## config.mk

```make
export PLATFORM = sky130hd
export DESIGN_NAME = pseudo_header_internet_checksum
export DESIGN_NICKNAME = d
export VERILOG_FILES = /design/src/phic_pkg.sv /design/src/phic_sum.sv /design/src/pseudo_header_internet_checksum.sv
export SDC_FILE = /design/constraint.sdc
export NUM_CORES = 1
export LEC_CHECK = 0
export BUFFER_PORTS_ARGS = -buffer_cell sky130_fd_sc_hd__buf_4
export CORE_AREA = 2 2 139 141
export CTS_CLUSTER_SIZE = 16
export DETAILED_ROUTE_END_ITERATION = 16
export DIE_AREA = 0 0 141 143
export PLACE_DENSITY = 0.91
export SYNTH_ARGS = -nofsm -noshare
export SYNTH_HDL_FRONTEND = slang
export SYNTH_HIERARCHICAL = 1
export SYNTH_SLANG_ARGS = --single-unit
```

## constraint.sdc

```tcl
create_clock -name clk_i -period 25.7 [get_ports clk_i]
set_clock_uncertainty 0.2 [all_clocks]
set_input_delay 2.57 -clock clk_i [delete_from_list [all_inputs] [get_ports clk_i]]
set_output_delay 2.57 -clock clk_i [all_outputs]
set_load 0.05 [all_outputs]
```

## src/phic_pkg.sv

```systemverilog
// shared types and constants for the pseudo-header internet checksum block
`timescale 1ns / 1ps
`default_nettype none

package phic_pkg;

  // configuration port
  localparam int unsigned CFG_IDX_W = 8;
  typedef logic [CFG_IDX_W-1:0] cfg_idx_t;

  localparam cfg_idx_t CFG_USE_PSEUDO_HEADER = cfg_idx_t'(0);
  localparam cfg_idx_t CFG_COMPLEMENT_RESULT = cfg_idx_t'(1);

  // byte count codes of a data word
  localparam logic [1:0] BYTES_NONE = 2'd0;
  localparam logic [1:0] BYTES_ONE  = 2'd1;

  // sum width and the mask that keeps the upper byte of an odd final word
  localparam int unsigned SUM_W      = 16;
  localparam logic [15:0] SUM_MASK   = 16'hffff;
  localparam logic [15:0] UPPER_BYTE = 16'hff00;

  typedef logic [SUM_W-1:0] sum_t;

  // one input transaction as held in the input register
  typedef struct packed {
    logic        start_packet;
    logic [15:0] initial_sum;
    logic [31:0] src_addr;
    logic [31:0] dst_addr;
    logic [7:0]  protocol;
    logic [15:0] seg_length;
    logic [15:0] data_word;
    logic [1:0]  byte_count;
    logic        last;
  } item_t;

endpackage

`default_nettype wire

```

## src/phic_sum.sv

```systemverilog
// ones' complement adder: pseudo-header, running sum and data word in one pass
`timescale 1ns / 1ps
`default_nettype none

module phic_sum import phic_pkg::*; (
  input  item_t item_i,
  input  logic  use_pseudo_header_i,
  input  sum_t  running_sum_i,
  output sum_t  next_sum_o
);

  // up to eight 16-bit terms, so three carry bits above the sum
  localparam int unsigned TOTAL_W = SUM_W + 3;

  logic [TOTAL_W-1:0] base;
  logic [TOTAL_W-1:0] header;
  logic [TOTAL_W-1:0] word_term;
  logic [TOTAL_W-1:0] total;
  logic [SUM_W:0]     fold1;
  sum_t               fold2;

  // pseudo-header words: address halves, zero byte with protocol, length; zero when the pseudo-header is off
  always_comb begin
    header = TOTAL_W'(item_i.src_addr[31:16]) + TOTAL_W'(item_i.src_addr[15:0])
           + TOTAL_W'(item_i.dst_addr[31:16]) + TOTAL_W'(item_i.dst_addr[15:0])
           + TOTAL_W'(item_i.protocol)        + TOTAL_W'(item_i.seg_length);
    if (!use_pseudo_header_i) begin
      header = '0;
    end
  end

  // packet start restarts from the initial sum
  always_comb begin
    if (item_i.start_packet) begin
      base = TOTAL_W'(item_i.initial_sum) + header;
    end else begin
      base = TOTAL_W'(running_sum_i);
    end
  end

  // data word, odd final byte padded with a zero low byte
  always_comb begin
    case (item_i.byte_count)
      BYTES_NONE: word_term = '0;
      BYTES_ONE:  word_term = TOTAL_W'(item_i.data_word & UPPER_BYTE);
      default:    word_term = TOTAL_W'(item_i.data_word);
    endcase
  end

  // end-around carry folded twice; zero stays zero only when every term is zero
  assign total      = base + word_term;
  assign fold1      = (SUM_W+1)'(total[SUM_W-1:0]) + (SUM_W+1)'(total[TOTAL_W-1:SUM_W]);
  assign fold2      = fold1[SUM_W-1:0] + sum_t'(fold1[SUM_W]);
  assign next_sum_o = fold2;

endmodule

`default_nettype wire

```

## src/pseudo_header_internet_checksum.sv

```systemverilog
// top level of the streaming internet checksum with optional pseudo-header
`timescale 1ns / 1ps
`default_nettype none

// Takes one 16-bit network-order word per cycle and keeps a ones' complement
// running sum. A word with start_packet set restarts from initial_sum and, when
// register 0 is set, adds the pseudo-header (source and destination address
// halves, zero byte with protocol, segment length). A word with last set
// yields one checksum, inverted when register 1 is set, and clears the sum.
// An accepted word sits in the input register while the adder folds it into the
// sum; a checksum is registered in the result register once its last word
// leaves the input register. Sustained rate is one word per cycle while the
// input does not stall, set by the feedback of the running sum through the adder.
// The input stalls only when a finished checksum is still waiting and another
// last word is ready to leave the input register. Configuration writes are always
// taken and must be made while no word is in flight.
module pseudo_header_internet_checksum import phic_pkg::*; (
  input  logic        clk_i,
  input  logic        rst_ni,
  // configuration write channel
  input  logic        cfg_valid_i,
  output logic        cfg_ready_o,
  input  cfg_idx_t    cfg_index_i,
  input  logic        cfg_data_i,
  // input channel
  input  logic        in_valid_i,
  output logic        in_stall_o,
  input  logic        start_packet_i,
  input  logic [15:0] initial_sum_i,
  input  logic [31:0] src_addr_i,
  input  logic [31:0] dst_addr_i,
  input  logic [7:0]  protocol_i,
  input  logic [15:0] seg_length_i,
  input  logic [15:0] data_word_i,
  input  logic [1:0]  byte_count_i,
  input  logic        last_i,
  // result channel
  output logic        out_valid_o,
  input  logic        out_stall_i,
  output logic [15:0] checksum_o
);

  logic  use_ph_q;
  logic  comp_q;
  logic  in_vld_q;
  item_t in_q;
  sum_t  run_sum_q;
  logic  out_vld_q;
  sum_t  out_sum_q;

  logic  in_accept;
  logic  out_free;
  logic  advance;
  sum_t  next_sum;
  item_t in_item;

  // configuration registers
  assign cfg_ready_o = 1'b1;

  always_ff @(posedge clk_i or negedge rst_ni) begin
    if (!rst_ni) begin
      use_ph_q <= 1'b1;
      comp_q   <= 1'b1;
    end else if (cfg_valid_i && cfg_ready_o) begin
      if (cfg_index_i == CFG_USE_PSEUDO_HEADER) begin
        use_ph_q <= cfg_data_i;
      end else if (cfg_index_i == CFG_COMPLEMENT_RESULT) begin
        comp_q <= cfg_data_i;
      end
    end
  end

  // handshake: the input register empties unless its last word meets a full, stalled output
  assign out_free   = !out_vld_q || !out_stall_i;
  assign advance    = in_vld_q && (!in_q.last || out_free);
  assign in_stall_o = in_vld_q && !advance;
  assign in_accept  = in_valid_i && !in_stall_o;

  always_comb begin
    in_item.start_packet = start_packet_i;
    in_item.initial_sum  = initial_sum_i;
    in_item.src_addr     = src_addr_i;
    in_item.dst_addr     = dst_addr_i;
    in_item.protocol     = protocol_i;
    in_item.seg_length   = seg_length_i;
    in_item.data_word    = data_word_i;
    in_item.byte_count   = byte_count_i;
    in_item.last         = last_i;
  end

  // input register
  always_ff @(posedge clk_i or negedge rst_ni) begin
    if (!rst_ni) begin
      in_vld_q <= 1'b0;
    end else if (in_accept || advance) begin
      in_vld_q <= in_accept;
    end
  end

  always_ff @(posedge clk_i) begin
    if (in_accept) begin
      in_q <= in_item;
    end
  end

  // ones' complement accumulation
  phic_sum u_sum (
    .item_i              (in_q),
    .use_pseudo_header_i (use_ph_q),
    .running_sum_i       (run_sum_q),
    .next_sum_o          (next_sum)
  );

  // running sum, cleared once a packet's checksum is produced
  always_ff @(posedge clk_i or negedge rst_ni) begin
    if (!rst_ni) begin
      run_sum_q <= '0;
    end else if (advance) begin
      run_sum_q <= in_q.last ? sum_t'(0) : next_sum;
    end
  end

  // result register
  always_ff @(posedge clk_i or negedge rst_ni) begin
    if (!rst_ni) begin
      out_vld_q <= 1'b0;
    end else if (out_free) begin
      out_vld_q <= advance && in_q.last;
    end
  end

  always_ff @(posedge clk_i) begin
    if (advance && in_q.last) begin
      out_sum_q <= comp_q ? (next_sum ^ SUM_MASK) : next_sum;
    end
  end

  assign out_valid_o = out_vld_q;
  assign checksum_o  = out_sum_q;

endmodule

`default_nettype wire

```

After elaboration in Yosys (flattened, before gate mapping)
Cells that the tools add are included.

storage, ports and cells
  word-level logic and storage cells = 49
  bits of input ports = 138
  bits in registers = 160

cells by class
  bitwise logic cells = 2
  mux-type cells = 5
  equality and inequality tests = 2
  reductions and logical operators = 16
  $add $sub $neg = 9

operator list
  kind                                                 number
  adder 19 x 16 -> 19 bit                              4
  2-to-1 mux 19 bit                                    2
  2-to-1 mux 16 bit                                    2
  case mux 16 bit (2 select lines)                     1
  adder 16 x 19 -> 19 bit                              1
  adder 19 x 8 -> 19 bit                               1
  adder 16 x 16 -> 17 bit                              1
  adder 16 x 3 -> 17 bit                               1
  adder 16 x 1 -> 16 bit                               1
  NOT 16 bit                                           1
  equality test 8 x 1 -> 1 bit, second input constant  1
  logical NOT 8 bit                                    1
  logical NOT 1 bit                                    5
  logical AND 1 bit                                    4
  logical OR 1 bit                                     3
  AND reduction 3 bit                                  1
  equality test 2 x 1 -> 1 bit, second input constant  1
  logical NOT 2 bit                                    1
  AND reduction 2 bit                                  1
  NOT 1 bit                                            1

Longest topological paths before layout
  word-level depth = 13
  gate-level depth with buffers = 47
  mapped depth without buffers = 47

By module
The synthesis kept the hierarchy.

modules (own cells, without submodules)
  module                           instances  area an instance (µm²)  sequential area each (µm²)  cells each
  phic_sum                         1          5330.1                  0.0                         683
  pseudo_header_internet_checksum  1          5127.4                  4707.0                      215

Worst setup path before layout
Ideal clock, no wire load.

  kind = register -> register
  start = reg in_q[21] in the netlist's numbering
  end = reg out_sum_q[14], in the netlist checksum_o[14] (data pin)
  data arrival time = 9147 ps
  slack = 16088 ps
  clock period less this slack = 9612 ps
  stages on the path, launching flop included = 45
  setup time = 266 ps
  required time = 25234 ps
  buffers on the path = 0
  cells stage by stage = edfxtp_1 -> inv_1 -> fa_1 -> inv_1 -> fa_1 -> inv_1 -> fa_1 -> inv_1 -> ha_1 -> fa_1 -> a21oi_1 -> o21ai_0 -> xor2_1 -> and2_1 -> ha_1 -> a2111oi_0 -> o21ai_0 -> a41o_1 -> [9 not listed] -> o21ai_0 -> nand3b_1 -> xnor2_1 -> nor2_1 -> ha_1 -> nand2_1 -> nand2b_1 -> nand4_1 -> nor2b_1 -> and3_1 -> ha_1 -> ha_1 -> nand2_1 -> nor4_1 -> nand4_2 -> or3b_1 -> xor2_1 -> xor2_1

on the way
  cells in the longest elaborated chain, start to end = 9

RTL lines
  element                      line                                    text
  start, declared              pseudo_header_internet_checksum.sv:46   item_t in_q;
  start signal, assigned       pseudo_header_internet_checksum.sv:102  in_q <= in_item;
  adder 19 x 16 -> 19 bit *    phic_sum.sv:26                          + TOTAL_W'(item_i.protocol) + TOTAL_W'(item_i.seg_length);
  2-to-1 mux 19 bit *          phic_sum.sv:27                          if (!use_pseudo_header_i) begin
  adder 16 x 19 -> 19 bit *    phic_sum.sv:35                          base = TOTAL_W'(item_i.initial_sum) + header;
  2-to-1 mux 19 bit *          phic_sum.sv:34                          if (item_i.start_packet) begin
  adder 19 x 16 -> 19 bit *    phic_sum.sv:51                          assign total = base + word_term;
  adder 16 x 3 -> 17 bit *     phic_sum.sv:52                          assign fold1 = (SUM_W+1)'(total[SUM_W-1:0]) + (SUM_W+1)'(total[TOTAL_W-1:SUM_W]);
  adder 16 x 1 -> 16 bit *     phic_sum.sv:53                          assign fold2 = fold1[SUM_W-1:0] + sum_t'(fold1[SUM_W]);
  named net next_sum[14]       pseudo_header_internet_checksum.sv:54   sum_t next_sum;
  NOT 16 bit (no source line)  --
  2-to-1 mux 16 bit *          pseudo_header_internet_checksum.sv:134  out_sum_q <= comp_q ? (next_sum ^ SUM_MASK) : next_sum;
  end signal, assigned         pseudo_header_internet_checksum.sv:134
  end, declared                pseudo_header_internet_checksum.sv:49   sum_t out_sum_q;

The timed path passes the listed nets; every way through them passes the cells marked *.
A chain may end at the register's enable or synchronous reset.

Worst setup path after layout
Ends and elaborated chain as after synthesis.

==> impl_metrics.env <==
export IMPL_status="complete, no violations"
export IMPL_grt_pass1_wl_um=36100
export IMPL_fin_crit_sh_pct=41.6
export IMPL_syn_area_um2=10500
export IMPL_netSwitchingFraction_pct=37.6
export IMPL_detail_route_first_pass_iterations=5
export IMPL_synth_flop_cell="edfxtp_1"
export IMPL_drive_above_1_share_pct=20.9
export IMPL_cts_tree="done"
export IMPL_maxCapViolCount=0
export IMPL_start_util_pct=56.3
export IMPL_gp_congestion=0.907
export IMPL_slowest_delay_ns=0.54
export IMPL_synthCells=898
export IMPL_drcViolationCount=0
export IMPL_postRouteAntennaNets=0
export IMPL_internal_power_mw=0.629
export IMPL_syn_nets=1156
export IMPL_holdPathStages=1
export IMPL_cts_root_buf="clkbuf_16"
export IMPL_seq_area_frac_synth_pct=45.0
export IMPL_pin_count=157
export IMPL_grt_pass1_vias=7536
export IMPL_die_h_um=143
export IMPL_fillCellCount=1319
export IMPL_combPwrFrac_pct=42.8
export IMPL_worstMarginPinSlew_ns=1.14
export IMPL_area_growth_pct=18.6
export IMPL_grt_overflow=0
export IMPL_powerDensity_nw_per_um2=81.3
export IMPL_synth_seq_cells=160
export IMPL_min_from="run_sum_q[0]$_DFFE_PN0P_"
export IMPL_layoutNonFillerInstCount=1301
export IMPL_holdBufCountCts=0
export IMPL_regArea_um2=4710
export IMPL_die_area_um2=20200
export IMPL_fmax_mhz=93.5
export IMPL_cts_htree_levels=4
export IMPL_clk_pin_slew_worst_paths_ns=0.07
export IMPL_post_cts_setup_buffers=0
export IMPL_r2r_start="in_q[21]$_DFFE_PP_"
export IMPL_syn_avg_cell_area_um2=11.6
export IMPL_yosysTopAreaCellShare_pct=40.2
export IMPL_synth_top_area_cell="edfxtp_1"
export IMPL_cts_resized=0
export IMPL_power_leakage_nw=5.58
export IMPL_drv_slew=0
export IMPL_crit_fanout=6
export IMPL_clock_path_buffers=2
export IMPL_cts_buffers=17
export IMPL_antenna_found_initial=0
export IMPL_placed_cells=1270
export IMPL_synth_warnings=6
export IMPL_core_area_um2=18600
export IMPL_criticalPathCategory="register to register"
export IMPL_clock_latency_ns=0.43
export IMPL_drt_iter0_drc=554
export IMPL_ir_worst_vdd_uv=53.3
export IMPL_power_mw=1.01
export IMPL_multi_input_area_um2=5140
export IMPL_hold_class="register to register"
export IMPL_viasPerCell=5.54
export IMPL_fp_dieW_um=141
export IMPL_p_sw_mw=0.380
export IMPL_port_buffers=155
export IMPL_grt_start_max_net_pins=73
export IMPL_row_count=50
export IMPL_synth_common_cells="edfxtp_1, inv_1, ha_1"
export IMPL_reg2reg_slack_ns=15.01
export IMPL_worst_slack_ns=15.01
export IMPL_grt_setup_unrepaired="no"
export IMPL_end_kind="register"
export IMPL_power_frac_seq_pct=32.5
export IMPL_wl_per_cell_um=17.0
export IMPL_preCtsSetupSlack_ns=15.17
export IMPL_yosysMostFrequentCell="edfxtp_1"
export IMPL_setup_tns_ns=0
export IMPL_relSlewSlack_pct=24.0
export IMPL_crit_slowest_cell="fa_1"
export IMPL_p_clk_share_pct=24.7
export IMPL_fin_nets=1313
export IMPL_required_ns=25.66
export IMPL_path_common_cell="ha_1"
export IMPL_cts_sinks=160
export IMPL_setup_viol=0
export IMPL_routed_wl_um=22200
export IMPL_worstRegToRegCells=44
export IMPL_synthDistinctLibCells=87
export IMPL_synth_enable_flop_cells=140
export IMPL_final_hold_viol_count=0
export IMPL_critPathLaunchType="register"
export IMPL_reg2reg_to="checksum_o[14]$_DFFE_PP_"
export IMPL_grt_total_usage_pct=23.1
export IMPL_synthTopCellsByArea="edfxtp_1, fa_1, ha_1, inv_1, dfrtp_1"
export IMPL_min_to="run_sum_q[0]$_DFFE_PN0P_"
export IMPL_hpwl_um=17100
export IMPL_n_antenna_cell=0
export IMPL_cp_arrival_ns=10.66
export IMPL_period_minus_slack_ns=10.69
export IMPL_async_flop_share_pct=12.5
export IMPL_vias=7204
-- state kept, by name, indices dropped and copies added, names as in the netlist --
signal       count
checksum_o      16
comp_q           1
in_q           124
in_vld_q         1
out_valid_o      1
run_sum_q       16
use_ph_q         1
-- final cells by class --
cell class	count	area share, %
Clock buffer	17	3.43
Clock inverter	14	1.18
Inverter	139	4.21
Multi-Input combinational cell	581	41.4
Sequential cell	160	38.0
Tap cell	234	2.36
Timing Repair Buffer	156	9.44
-- worst max-delay path by stage --
| stage | startpoint | to | slack, ns |
|---|---|---|---|
| CTS | in_q[21]$_DFFE_PP_ | checksum_o[14]$_DFFE_PP_ | 15.07 |
| global route | in_q[21]$_DFFE_PP_ | checksum_o[14]$_DFFE_PP_ | 14.12 |
| global placement | in_q[21]$_DFFE_PP_ | checksum_o[14]$_DFFE_PP_ | 15.50 |
| detailed placement | in_q[21]$_DFFE_PP_ | checksum_o[14]$_DFFE_PP_ | 15.17 |
| finish | in_q[21]$_DFFE_PP_ | checksum_o[14]$_DFFE_PP_ | 15.01 |
| floorplan | in_q[21]$_DFFE_PP_ | checksum_o[14]$_DFFE_PP_ | 16.09 |
-- metrics by stage --
stage / hold slack (ns) / area [um2] / utilization [%]
after global routing: 0.354 / 12400 / 66.7
after detailed placement: 0.296 / 11800 / 63.7
after floorplan: 0.269 / 10500 / -
after CTS: 0.316 / 12400 / 66.7
after global placement: 0.291 / 11800 / 63.7
final: 0.316 / 12400 / 66.7
-- power by group through the flow --
stage	Clock (mW)	Combinational [mW]	Sequential, mW
2_1_floorplan	0	0.311	0.340
3_3_place_gp	0	0.407	0.331
3_5_place_dp	0	0.422	0.332
4_1_cts	0.252	0.429	0.327
5_1_grt	0.264	0.480	0.329
6_report	0.249	0.432	0.327
-- routing by layer --
layer / track usage [%] / wire length, um
met2: 41.0 / 11100
met1: 27.2 / 8900
met5: 0 / 0
met4: 9.11 / 652
met3: 5.43 / 1480
-- kinds of logic after synthesis --
group | Yosys count | synth area share [%]
other | 1 | 0.0359
and+or+nand+nor | 202 | 10.8
DFF | 160 | 45.0
xor gates and xnor gates | 76 | 6.80
muxes | 15 | 1.60
AOI/OAI and AO/OA | 167 | 11.3
adders and majority gates | 120 | 18.6
buffers and inverters | 157 | 5.89
-- worst max-delay path, delay by kind of cell, from the launching register on --
family          cells  cell delay, ns
compound gates     10            2.45
xor+xnor            5            0.74
fa+ha+maj          10            3.67
buf+inv             4            0.22
flops               1            0.36
mux                 1            0.26
simple gates       14            2.49
-- cell usage in the layout (no fill, tap or decap), types with 4 or more instances in the layout --
master       n
buf_4      156
edfxtp_1   140
inv_1      139
ha_1        61
fa_1        59
nor2_1      42
a21oi_1     39
xor2_1      37
xnor2_1     36
nand2_1     35
and2_1      26
o21ai_0     25
a22o_1      18
dfrtp_1     18
clkbuf_16   17
nor2b_1     15
nand3_1     14
a21o_1      13
mux2_2      12
nand4_1     10
nor3_1      10
and3_1       8
a211oi_1     8
o21ai_1      8
nand2b_1     7
o211ai_1     6
o21a_1       6
inv_6        4
inv_8        4
a31oi_1      4
(Power assumes the default switching activity.)
